## src/rtl/tkp_pkg.sv

```systemverilog
`timescale 1ns / 1ps

package tkp_pkg;

   localparam int SLOTS_DEF = 32;
   localparam int MAX_OUT = 32;
   localparam int TOTAL_W = $clog2(MAX_OUT + 1);
   localparam int KEY_W = 25;

   typedef enum logic [1:0] {
      REQ_RECORD = 2'd0,
      REQ_CLEAR  = 2'd1,
      REQ_DUMP   = 2'd2,
      REQ_NONE   = 2'd3
   } req_code_type;

   typedef enum logic [2:0] {
      OUT_ACCUM   = 3'd0,
      OUT_INSERT  = 3'd1,
      OUT_REPLACE = 3'd2,
      OUT_DROP    = 3'd3,
      OUT_IGNORE  = 3'd4,
      OUT_CTL     = 3'd5
   } outcome_type;

   typedef enum logic [2:0] {
      ST_IDLE,
      ST_SCAN,
      ST_DECIDE,
      ST_UPDATE,
      ST_COUNT,
      ST_DUMP,
      ST_RESP
   } state_type;

   typedef struct packed {
      logic [KEY_W-1:0] key;
      logic [31:0]      line;
      logic [31:0]      calls;
      logic [63:0]      cycles;
   } slot_type;

   typedef struct packed {
      logic [1:0]  req_type;
      logic [31:0] start_cycles;
      logic [31:0] end_cycles;
      logic [7:0]  phase_id;
      logic [31:0] group_id;
      logic [31:0] source_line;
   } req_payload_type;

   typedef struct packed {
      logic [2:0]  outcome;
      logic        entry_valid;
      logic        entry_probe;
      logic [7:0]  entry_phase;
      logic [15:0] entry_group;
      logic [31:0] entry_line;
      logic [31:0] entry_calls;
      logic [63:0] entry_cycles;
      logic        last;
   } rsp_payload_type;

endpackage

```

## src/rtl/top_k_interval_profile_table_core.sv

```systemverilog
`timescale 1ns / 1ps

// Profile table of SLOTS entries keyed by probe bit, phase and group.
// Requests enter on req_valid/req_stall with a req_payload struct; results leave on
// rsp_valid/rsp_stall with a rsp_payload struct. The csr port writes enable (index 0)
// and probe_flag (index 1); writing only while the block is idle is up to the user.
// The slots sit in a ring of cells that rotates one place per cycle while shifted, and
// the control looks at the head cell only. A record request rotates the ring once to
// find the matching, empty or smallest slot and, unless it is dropped, once more to
// write it back before its single result is offered. A clear request or an ignored
// record goes straight to its result. A dump request counts occupied slots in one pass
// and emits up to 32 of them in the next pass, with a single result instead if none
// is occupied; the receiver's stalls pause it. One request is in the block at a time;
// req_stall is high until the block is idle again, after the final result is loaded or
// the dump pass ends; the next request can then be taken.
// Reset empties every slot and clears enable and probe_flag.
// While rsp_stall is high the output register holds its result; a dump then pauses
// the ring until the result is taken.

module top_k_interval_profile_table_core #(
   parameter int SLOTS = tkp_pkg::SLOTS_DEF
) (
   input  logic                     clock,
   input  logic                     reset,
   input  logic                     req_valid,
   output logic                     req_stall,
   input  tkp_pkg::req_payload_type req_payload,
   output logic                     rsp_valid,
   input  logic                     rsp_stall,
   output tkp_pkg::rsp_payload_type rsp_payload,
   input  logic                     csr_we,
   input  logic                     csr_index,
   input  logic                     csr_wdata
);

   localparam int IW = (SLOTS > 1) ? $clog2(SLOTS) : 1;
   localparam int CW = $clog2(SLOTS + 1);
   localparam int TW = tkp_pkg::TOTAL_W;

   tkp_pkg::slot_type ring_q [SLOTS];
   tkp_pkg::slot_type head;
   tkp_pkg::slot_type tail_in;
   tkp_pkg::slot_type upd_slot;

   tkp_pkg::state_type state_ff, state_in;
   logic [IW-1:0]             pos_ff, hit_ff, min_pos_ff;
   logic                      found_ff, ins_ff;
   logic [63:0]               min_cyc_ff;
   logic [31:0]               elapsed_ff, line_ff;
   logic [tkp_pkg::KEY_W-1:0] key_ff;
   tkp_pkg::outcome_type      outcome_ff;
   logic [CW-1:0]             cnt_ff;
   logic [TW-1:0]             total_ff, sent_ff;
   logic                      enable_ff, probe_ff;
   logic                      rsp_valid_ff;
   tkp_pkg::rsp_payload_type  rsp_ff;

   logic          accept, out_free, at_end, occ, match_now, need_emit;
   logic          shift, clear, load_entry, load_final;
   logic          ignore_rec;
   logic [CW-1:0] cnt_fin;
   logic [TW-1:0] total_fin;
   logic [63:0]   base_cyc;
   logic [31:0]   base_calls;

   assign head      = ring_q[0];
   assign accept    = req_valid && !req_stall;
   assign out_free  = !rsp_valid_ff || !rsp_stall;
   assign at_end    = (pos_ff == IW'(SLOTS - 1));
   assign occ       = (head.calls != '0);
   assign match_now = !occ || (head.key == key_ff);
   assign need_emit = occ && (sent_ff < total_ff);
   assign cnt_fin   = cnt_ff + CW'(occ);
   assign total_fin = (32'(cnt_fin) > 32'(tkp_pkg::MAX_OUT)) ? TW'(tkp_pkg::MAX_OUT)
                                                              : TW'(cnt_fin);
   assign ignore_rec = !enable_ff || (req_payload.start_cycles == '0)
                       || (req_payload.group_id[31:16] != '0);

   assign base_cyc   = ins_ff ? '0 : head.cycles;
   assign base_calls = ins_ff ? '0 : head.calls;
   assign upd_slot   = '{key: key_ff, line: line_ff, calls: base_calls + 32'd1,
                         cycles: base_cyc + {32'd0, elapsed_ff}};
   assign tail_in    = (state_ff == tkp_pkg::ST_UPDATE && pos_ff == hit_ff) ? upd_slot
                                                                           : head;

   for (genvar i = 0; i < SLOTS; i++) begin : g_cell
      tkp_cell u_cell (
         .clock    (clock),
         .reset    (reset),
         .shift_en (shift),
         .clear    (clear),
         .slot_in  ((i == SLOTS - 1) ? tail_in : ring_q[(i + 1) % SLOTS]),
         .slot_out (ring_q[i])
      );
   end

   always_comb begin
      state_in = state_ff;
      unique case (state_ff)
         tkp_pkg::ST_IDLE: begin
            if (accept) begin
               case (req_payload.req_type)
                  tkp_pkg::REQ_RECORD: state_in = ignore_rec ? tkp_pkg::ST_RESP
                                                             : tkp_pkg::ST_SCAN;
                  tkp_pkg::REQ_DUMP:   state_in = tkp_pkg::ST_COUNT;
                  default:             state_in = tkp_pkg::ST_RESP;
               endcase
            end
         end
         tkp_pkg::ST_SCAN: begin
            if (at_end) state_in = tkp_pkg::ST_DECIDE;
         end
         tkp_pkg::ST_DECIDE: begin
            state_in = (found_ff || ({32'd0, elapsed_ff} > min_cyc_ff)) ? tkp_pkg::ST_UPDATE
                                                                        : tkp_pkg::ST_RESP;
         end
         tkp_pkg::ST_UPDATE: begin
            if (at_end) state_in = tkp_pkg::ST_RESP;
         end
         tkp_pkg::ST_COUNT: begin
            if (at_end) state_in = (total_fin == '0) ? tkp_pkg::ST_RESP : tkp_pkg::ST_DUMP;
         end
         tkp_pkg::ST_DUMP: begin
            if (at_end && shift) state_in = tkp_pkg::ST_IDLE;
         end
         tkp_pkg::ST_RESP: begin
            if (out_free) state_in = tkp_pkg::ST_IDLE;
         end
         default: state_in = tkp_pkg::ST_IDLE;
      endcase
   end

   always_comb begin
      shift      = 1'b0;
      clear      = 1'b0;
      load_entry = 1'b0;
      load_final = 1'b0;
      req_stall  = (state_ff != tkp_pkg::ST_IDLE);
      unique case (state_ff)
         tkp_pkg::ST_IDLE: begin
            clear = accept && (req_payload.req_type == tkp_pkg::REQ_CLEAR);
         end
         tkp_pkg::ST_SCAN, tkp_pkg::ST_UPDATE, tkp_pkg::ST_COUNT: begin
            shift = 1'b1;
         end
         tkp_pkg::ST_DUMP: begin
            shift      = !need_emit || out_free;
            load_entry = need_emit && out_free;
         end
         tkp_pkg::ST_RESP: begin
            load_final = out_free;
         end
         default: begin
            shift = 1'b0;
         end
      endcase
   end

   always_ff @(posedge clock) begin
      if (reset) begin
         state_ff  <= tkp_pkg::ST_IDLE;
         pos_ff    <= '0;
         enable_ff <= 1'b0;
         probe_ff  <= 1'b0;
      end else begin
         state_ff <= state_in;
         if (shift) pos_ff <= at_end ? '0 : pos_ff + IW'(1);
         if (csr_we && csr_index == 1'b0) enable_ff <= csr_wdata;
         if (csr_we && csr_index == 1'b1) probe_ff  <= csr_wdata;
      end
   end

   always_ff @(posedge clock) begin
      case (state_ff)
         tkp_pkg::ST_IDLE: begin
            found_ff   <= 1'b0;
            cnt_ff     <= '0;
            sent_ff    <= '0;
            elapsed_ff <= req_payload.end_cycles - req_payload.start_cycles;
            key_ff     <= {probe_ff, req_payload.phase_id, req_payload.group_id[15:0]};
            line_ff    <= req_payload.source_line;
            if (req_payload.req_type == tkp_pkg::REQ_RECORD) begin
               outcome_ff <= tkp_pkg::OUT_IGNORE;
            end else if (req_payload.req_type == tkp_pkg::REQ_NONE) begin
               outcome_ff <= tkp_pkg::OUT_IGNORE;
            end else begin
               outcome_ff <= tkp_pkg::OUT_CTL;
            end
         end
         tkp_pkg::ST_SCAN: begin
            if (!found_ff) begin
               if (match_now) begin
                  found_ff <= 1'b1;
                  hit_ff   <= pos_ff;
                  ins_ff   <= !occ;
               end else if (pos_ff == '0 || head.cycles < min_cyc_ff) begin
                  min_pos_ff <= pos_ff;
                  min_cyc_ff <= head.cycles;
               end
            end
         end
         tkp_pkg::ST_DECIDE: begin
            if (found_ff) begin
               outcome_ff <= ins_ff ? tkp_pkg::OUT_INSERT : tkp_pkg::OUT_ACCUM;
            end else if ({32'd0, elapsed_ff} > min_cyc_ff) begin
               hit_ff     <= min_pos_ff;
               ins_ff     <= 1'b1;
               outcome_ff <= tkp_pkg::OUT_REPLACE;
            end else begin
               outcome_ff <= tkp_pkg::OUT_DROP;
            end
         end
         tkp_pkg::ST_COUNT: begin
            cnt_ff <= cnt_fin;
            if (at_end) begin
               total_ff   <= total_fin;
               outcome_ff <= tkp_pkg::OUT_CTL;
            end
         end
         tkp_pkg::ST_DUMP: begin
            if (load_entry) sent_ff <= sent_ff + TW'(1);
         end
         default: begin
            cnt_ff <= cnt_ff;
         end
      endcase
   end

   always_ff @(posedge clock) begin
      if (reset) begin
         rsp_valid_ff <= 1'b0;
      end else if (load_entry || load_final) begin
         rsp_valid_ff <= 1'b1;
      end else if (!rsp_stall) begin
         rsp_valid_ff <= 1'b0;
      end
   end

   always_ff @(posedge clock) begin
      if (load_entry) begin
         rsp_ff <= '{outcome: tkp_pkg::OUT_CTL, entry_valid: 1'b1,
                     entry_probe: head.key[24], entry_phase: head.key[23:16],
                     entry_group: head.key[15:0], entry_line: head.line,
                     entry_calls: head.calls, entry_cycles: head.cycles,
                     last: (sent_ff + TW'(1) == total_ff)};
      end else if (load_final) begin
         rsp_ff <= '{outcome: outcome_ff, entry_valid: 1'b0, entry_probe: 1'b0,
                     entry_phase: '0, entry_group: '0, entry_line: '0,
                     entry_calls: '0, entry_cycles: '0, last: 1'b1};
      end
   end

   assign rsp_valid   = rsp_valid_ff;
   assign rsp_payload = rsp_ff;

   a_ring_home: assert property (@(posedge clock) disable iff (reset)
      (state_ff == tkp_pkg::ST_IDLE) |-> (pos_ff == '0))
      else $error("ring not back in order when idle");

   a_sent_bound: assert property (@(posedge clock) disable iff (reset)
      (state_ff == tkp_pkg::ST_DUMP) |-> (sent_ff <= total_ff))
      else $error("dump emitted more slots than counted");

   a_not_last: assert property (@(posedge clock) disable iff (reset)
      (rsp_valid_ff && !rsp_ff.last) |-> (state_ff == tkp_pkg::ST_DUMP))
      else $error("non-final result outside a dump");

endmodule

```

## src/rtl/tkp_cell.sv

```systemverilog
`timescale 1ns / 1ps

module tkp_cell (
   input  logic              clock,
   input  logic              reset,
   input  logic              shift_en,
   input  logic              clear,
   input  tkp_pkg::slot_type slot_in,
   output tkp_pkg::slot_type slot_out
);

   logic [31:0]               calls_ff;
   logic [tkp_pkg::KEY_W-1:0] key_ff;
   logic [31:0]               line_ff;
   logic [63:0]               cycles_ff;

   always_ff @(posedge clock) begin
      if (reset || clear) begin
         calls_ff <= '0;
      end else if (shift_en) begin
         calls_ff <= slot_in.calls;
      end
   end

   always_ff @(posedge clock) begin
      if (shift_en) begin
         key_ff    <= slot_in.key;
         line_ff   <= slot_in.line;
         cycles_ff <= slot_in.cycles;
      end
   end

   assign slot_out = '{key: key_ff, line: line_ff, calls: calls_ff, cycles: cycles_ff};

endmodule
```

## config.mk

```make
export PLATFORM = sky130hd
export DESIGN_NAME = top_k_interval_profile_table_core
export DESIGN_NICKNAME = d
export VERILOG_FILES = /design/src/rtl/tkp_pkg.sv /design/src/rtl/top_k_interval_profile_table_core.sv /design/src/rtl/tkp_cell.sv
export SDC_FILE = /design/constraint.sdc
export NUM_CORES = 2
export LEC_CHECK = 0
export BUFFER_PORTS_ARGS = -buffer_cell sky130_fd_sc_hd__buf_2
export CELL_PAD_IN_SITES_DETAIL_PLACEMENT = 1
export CELL_PAD_IN_SITES_GLOBAL_PLACEMENT = 2
export CORE_MARGIN = 3
export CORE_UTILIZATION = 50
export DETAILED_ROUTE_END_ITERATION = 16
export PLACE_DENSITY_LB_ADDON = 0.1
export RECOVER_POWER = 25
export REMOVE_ABC_BUFFERS = 1
export SLEW_MARGIN = 40
export SYNTH_ARGS = -nofsm -noshare
export SYNTH_HDL_FRONTEND = slang
export SYNTH_SLANG_ARGS = --single-unit
export TNS_END_PERCENT = 10
```

## constraint.sdc

```tcl
create_clock -name clock -period 89.4 [get_ports clock]
set_input_delay 8.94 -clock clock [delete_from_list [all_inputs] [get_ports clock]]
set_output_delay 8.94 -clock clock [all_outputs]
set_load 0.02 [all_outputs]
```

==> reports/results.ini <==
[worst_setup_path]
cp_common_cell = buf_12
path_cells = buf_2, and2_1, a41o_4, clkinv_8, buf_12, buf_12, buf_16, buf_6, buf_6, buf_12, buf_16
cp_slowest_cell = buf_6
startpoint_type = input port
crit_buf_inv = 9
crit_type = input port to register
cp_max_fo = 134
r2r_start = g_cell[0].u_cell.calls_ff[7]
max_stage_delay_ns = 0.62
cp.required_ns = 90.02
cp.arrival_ns = 14.08
worstSetupEndpointType = register
startpoint = rsp_stall
cpLargestDelayFamily = buffers and inverters

[route]
vias = 82889
routed_via_density = 5.161
ant_nets = 0
wire_per_inst_um = 19.57
firstDrtPassIters = 7
drc = 0
drt_iter0_drc = 6391
finalWirelength_mm = 314.3

[pwr]
p_switching_uw = 2071
combPwrFrac_pct = 13.7
total_power_uw = 7556
ir_worst_vdd_mv = 0.02526
p_sw_share_pct = 27.41
p_seq_share_pct = 57.8
p_int_uw = 5484
power_frac_clock_pct = 28.5
p_per_area_mw_per_mm2 = 38.22
p_leak_uw = 0.06549

[cts]
clockBufferDepth = 4
root_buffer = clkbuf_16
hold_buffers = 0
cts.sinks = 5251
cts_made_buffers = 533
cts_max_level = 6
clkTransAtPathRegs_ns = 0.06
cts_setup_buffers = 0
cts_resized = 0
cts_tree = yes
clock_latency_ns = 1.00

[yosys]
avgSynthCellArea_sq_um = 16.47
yosysSeqAreaShare_pct = 84.91
ys_ff_latch = 5251
yosys_warnings = 0
synth_area_sq_mm = 0.1735
ys_types = 95
yosysTopAreaCell = edfxtp_1
synth.area.top_cells = edfxtp_1 (73%), dfxtp_1 (12%), nand2_1 (5.0%)
syn_inst = 10535
synthFlopType = edfxtp_1
synth_edf_count = 4212
async_flop_share_pct = 0
synth_top_area_share_pct = 72.92

[die]
io_pins = 305
dieHeight_um = 595
start_util_pct = 50.42
core-area_sq_mm = 0.3441
die-area_sq_mm = 0.3540
die_w_um = 595
num_rows = 215

[finish]
postLayoutCoreUtil_pct = 57.45
final_nets = 11389
drive_gt1_share_pct = 10.75
area.growth.synth_to_final_pct = 13.96
stdcell_count = 16060

[sta]
setup_ws_ns = 75.95
rsz0062_at_grt = false
finalMaxSlewViolations = 0
slew_headroom_pct = 40.76
period_minus_slack_ns = 13.45
worstMarginPinSlew_ns = 0.8794
fin_worst_skew_ns = 0.04379
setup_viol = 0
hold_viol_final = 0
clock.fmax_mhz = 74.34
min_period_over_period_pct = 15.05
setup_tns_ns = 0

[placed_design]
globalplace.congestion = 0.7713
dp_cells = 15082
pre_cts_slack_ns = 74.20
dp_hpwl_mm = 179.0
portBuffers = 304

[grt]
grt_usage_pct = 17.52
grt_overflow = 0
busiest_layer = met2
grtUsageMet1_pct = 25.91
antenna_found_initial = 26
grt_pass1_wl_mm = 491.9
grt_use_met2_pct = 26.83
use_met3_pct = 2.887
grt_max_degree = 187
grt_pass1_vias = 85689

[job]
maxCapViolCount = 0

[min_path]
min_path_type = register to register
min_from = g_cell[12].u_cell.cycles_ff[30]

[status]
outcome = completed

[cells by family after synthesis]
group | after synthesis | synth area share [%]
flops | 5251 | 84.91
simple gates | 2982 | 7.194
compound gates | 1437 | 4.618
buf+inv | 572 | 1.405
fa+ha+maj | 176 | 1.278
xor+xnor | 108 | 0.5453
mux | 9 | 0.05194
[power by group through the flow]
stage | logic (uW) | clock network, uW | registers [uW]
after floorplan | 617 | 0 | 4250
after global placement | 975 | 0 | 4370
after detailed placement | 1050 | 0 | 4410
after CTS | 1040 | 2230 | 4400
after global routing | 1160 | 2330 | 4470
final | 1040 | 2150 | 4370
[path summary, 6_finish.rpt]
| check | to | slack [ns] | cells after the start |
|---|---|---|---|
| setup / recovery | g_cell[13].u_cell.line_ff[18] | 75.95 | 11 |
| hold / removal | g_cell[11].u_cell.cycles_ff[30] | 0.40 | 0 |
| setup reg to reg | g_cell[13].u_cell.line_ff[18] | 82.37 | 13 |
| hold reg to reg | g_cell[11].u_cell.cycles_ff[30] | 0.40 | 0 |
[Yosys cell counts (all sizes together) (14+ instances only)]
cell       n
a211oi    31
a31oi     22
buf      229
dfxtp   1039
xor2      46
a21o      53
nand2   2332
a21oi   1099
nand4     40
nand3     58
clkbuf   195
and3      36
o211ai    17
inv      148
nor2b     47
or3       14
nor3      43
nor2     151
xnor2     62
edfxtp  4212
ha       174
o21ai     91
and2     156
nor4      37
[cell usage in the layout (no fill, tap or decap), types with 145 or more instances in the layout]
| cell type | instances |
|---|---|
| a21oi_1 | 1096 |
| and2_1 | 155 |
| buf_2 | 304 |
| clkbuf_16 | 544 |
| dfxtp_1 | 1039 |
| edfxtp_1 | 4212 |
| ha_1 | 174 |
| inv_1 | 145 |
| nand2_1 | 2328 |
| nor2_1 | 145 |
[area by class of cell]
cell class / count / area, sq um
antenna: 5 / 12.51
multi-input combinational: 4712 / 23910
fill: 31256 / 146400
inverter: 148 / 573.1
timing repair buffer: 422 / 3103
clock buffer: 704 / 14480
tap: 4557 / 5702
sequential: 5251 / 147300
clock inverter: 261 / 2605
[flip-flops by register name, summed over array words and instances, names as in the netlist]
signal / flops
cnt_ff: 6
elapsed_ff: 32
enable_ff: 1
found_ff: 1
g_cell.u_cell.calls_ff: 1024
g_cell.u_cell.cycles_ff: 2048
g_cell.u_cell.key_ff: 800
g_cell.u_cell.line_ff: 1024
hit_ff: 5
ins_ff: 1
key_ff: 25
line_ff: 32
min_cyc_ff: 64
min_pos_ff: 5
outcome_ff: 3
pos_ff: 5
probe_ff: 1
rsp_payload: 158
rsp_valid: 1
sent_ff: 6
state_ff: 3
total_ff: 6
[stage by stage]
step	cell area [sq um]	hold slack, ns
5_1_grt	197700	0.4035
4_1_cts	197400	0.4015
3_5_place_dp	180300	0.4051
2_1_floorplan	171600	0.4003
3_3_place_gp	179700	0.4002
6_report	197700	0.4005
[layer usage]
layer | wire length [um] | part of all wire [%]
met5 | 13 | 0.0041
met4 | 8536 | 2.7
met3 | 13860 | 4.4
met2 | 142900 | 45
met1 | 149100 | 47
Note: power is estimated with default switching activity, not from simulation.
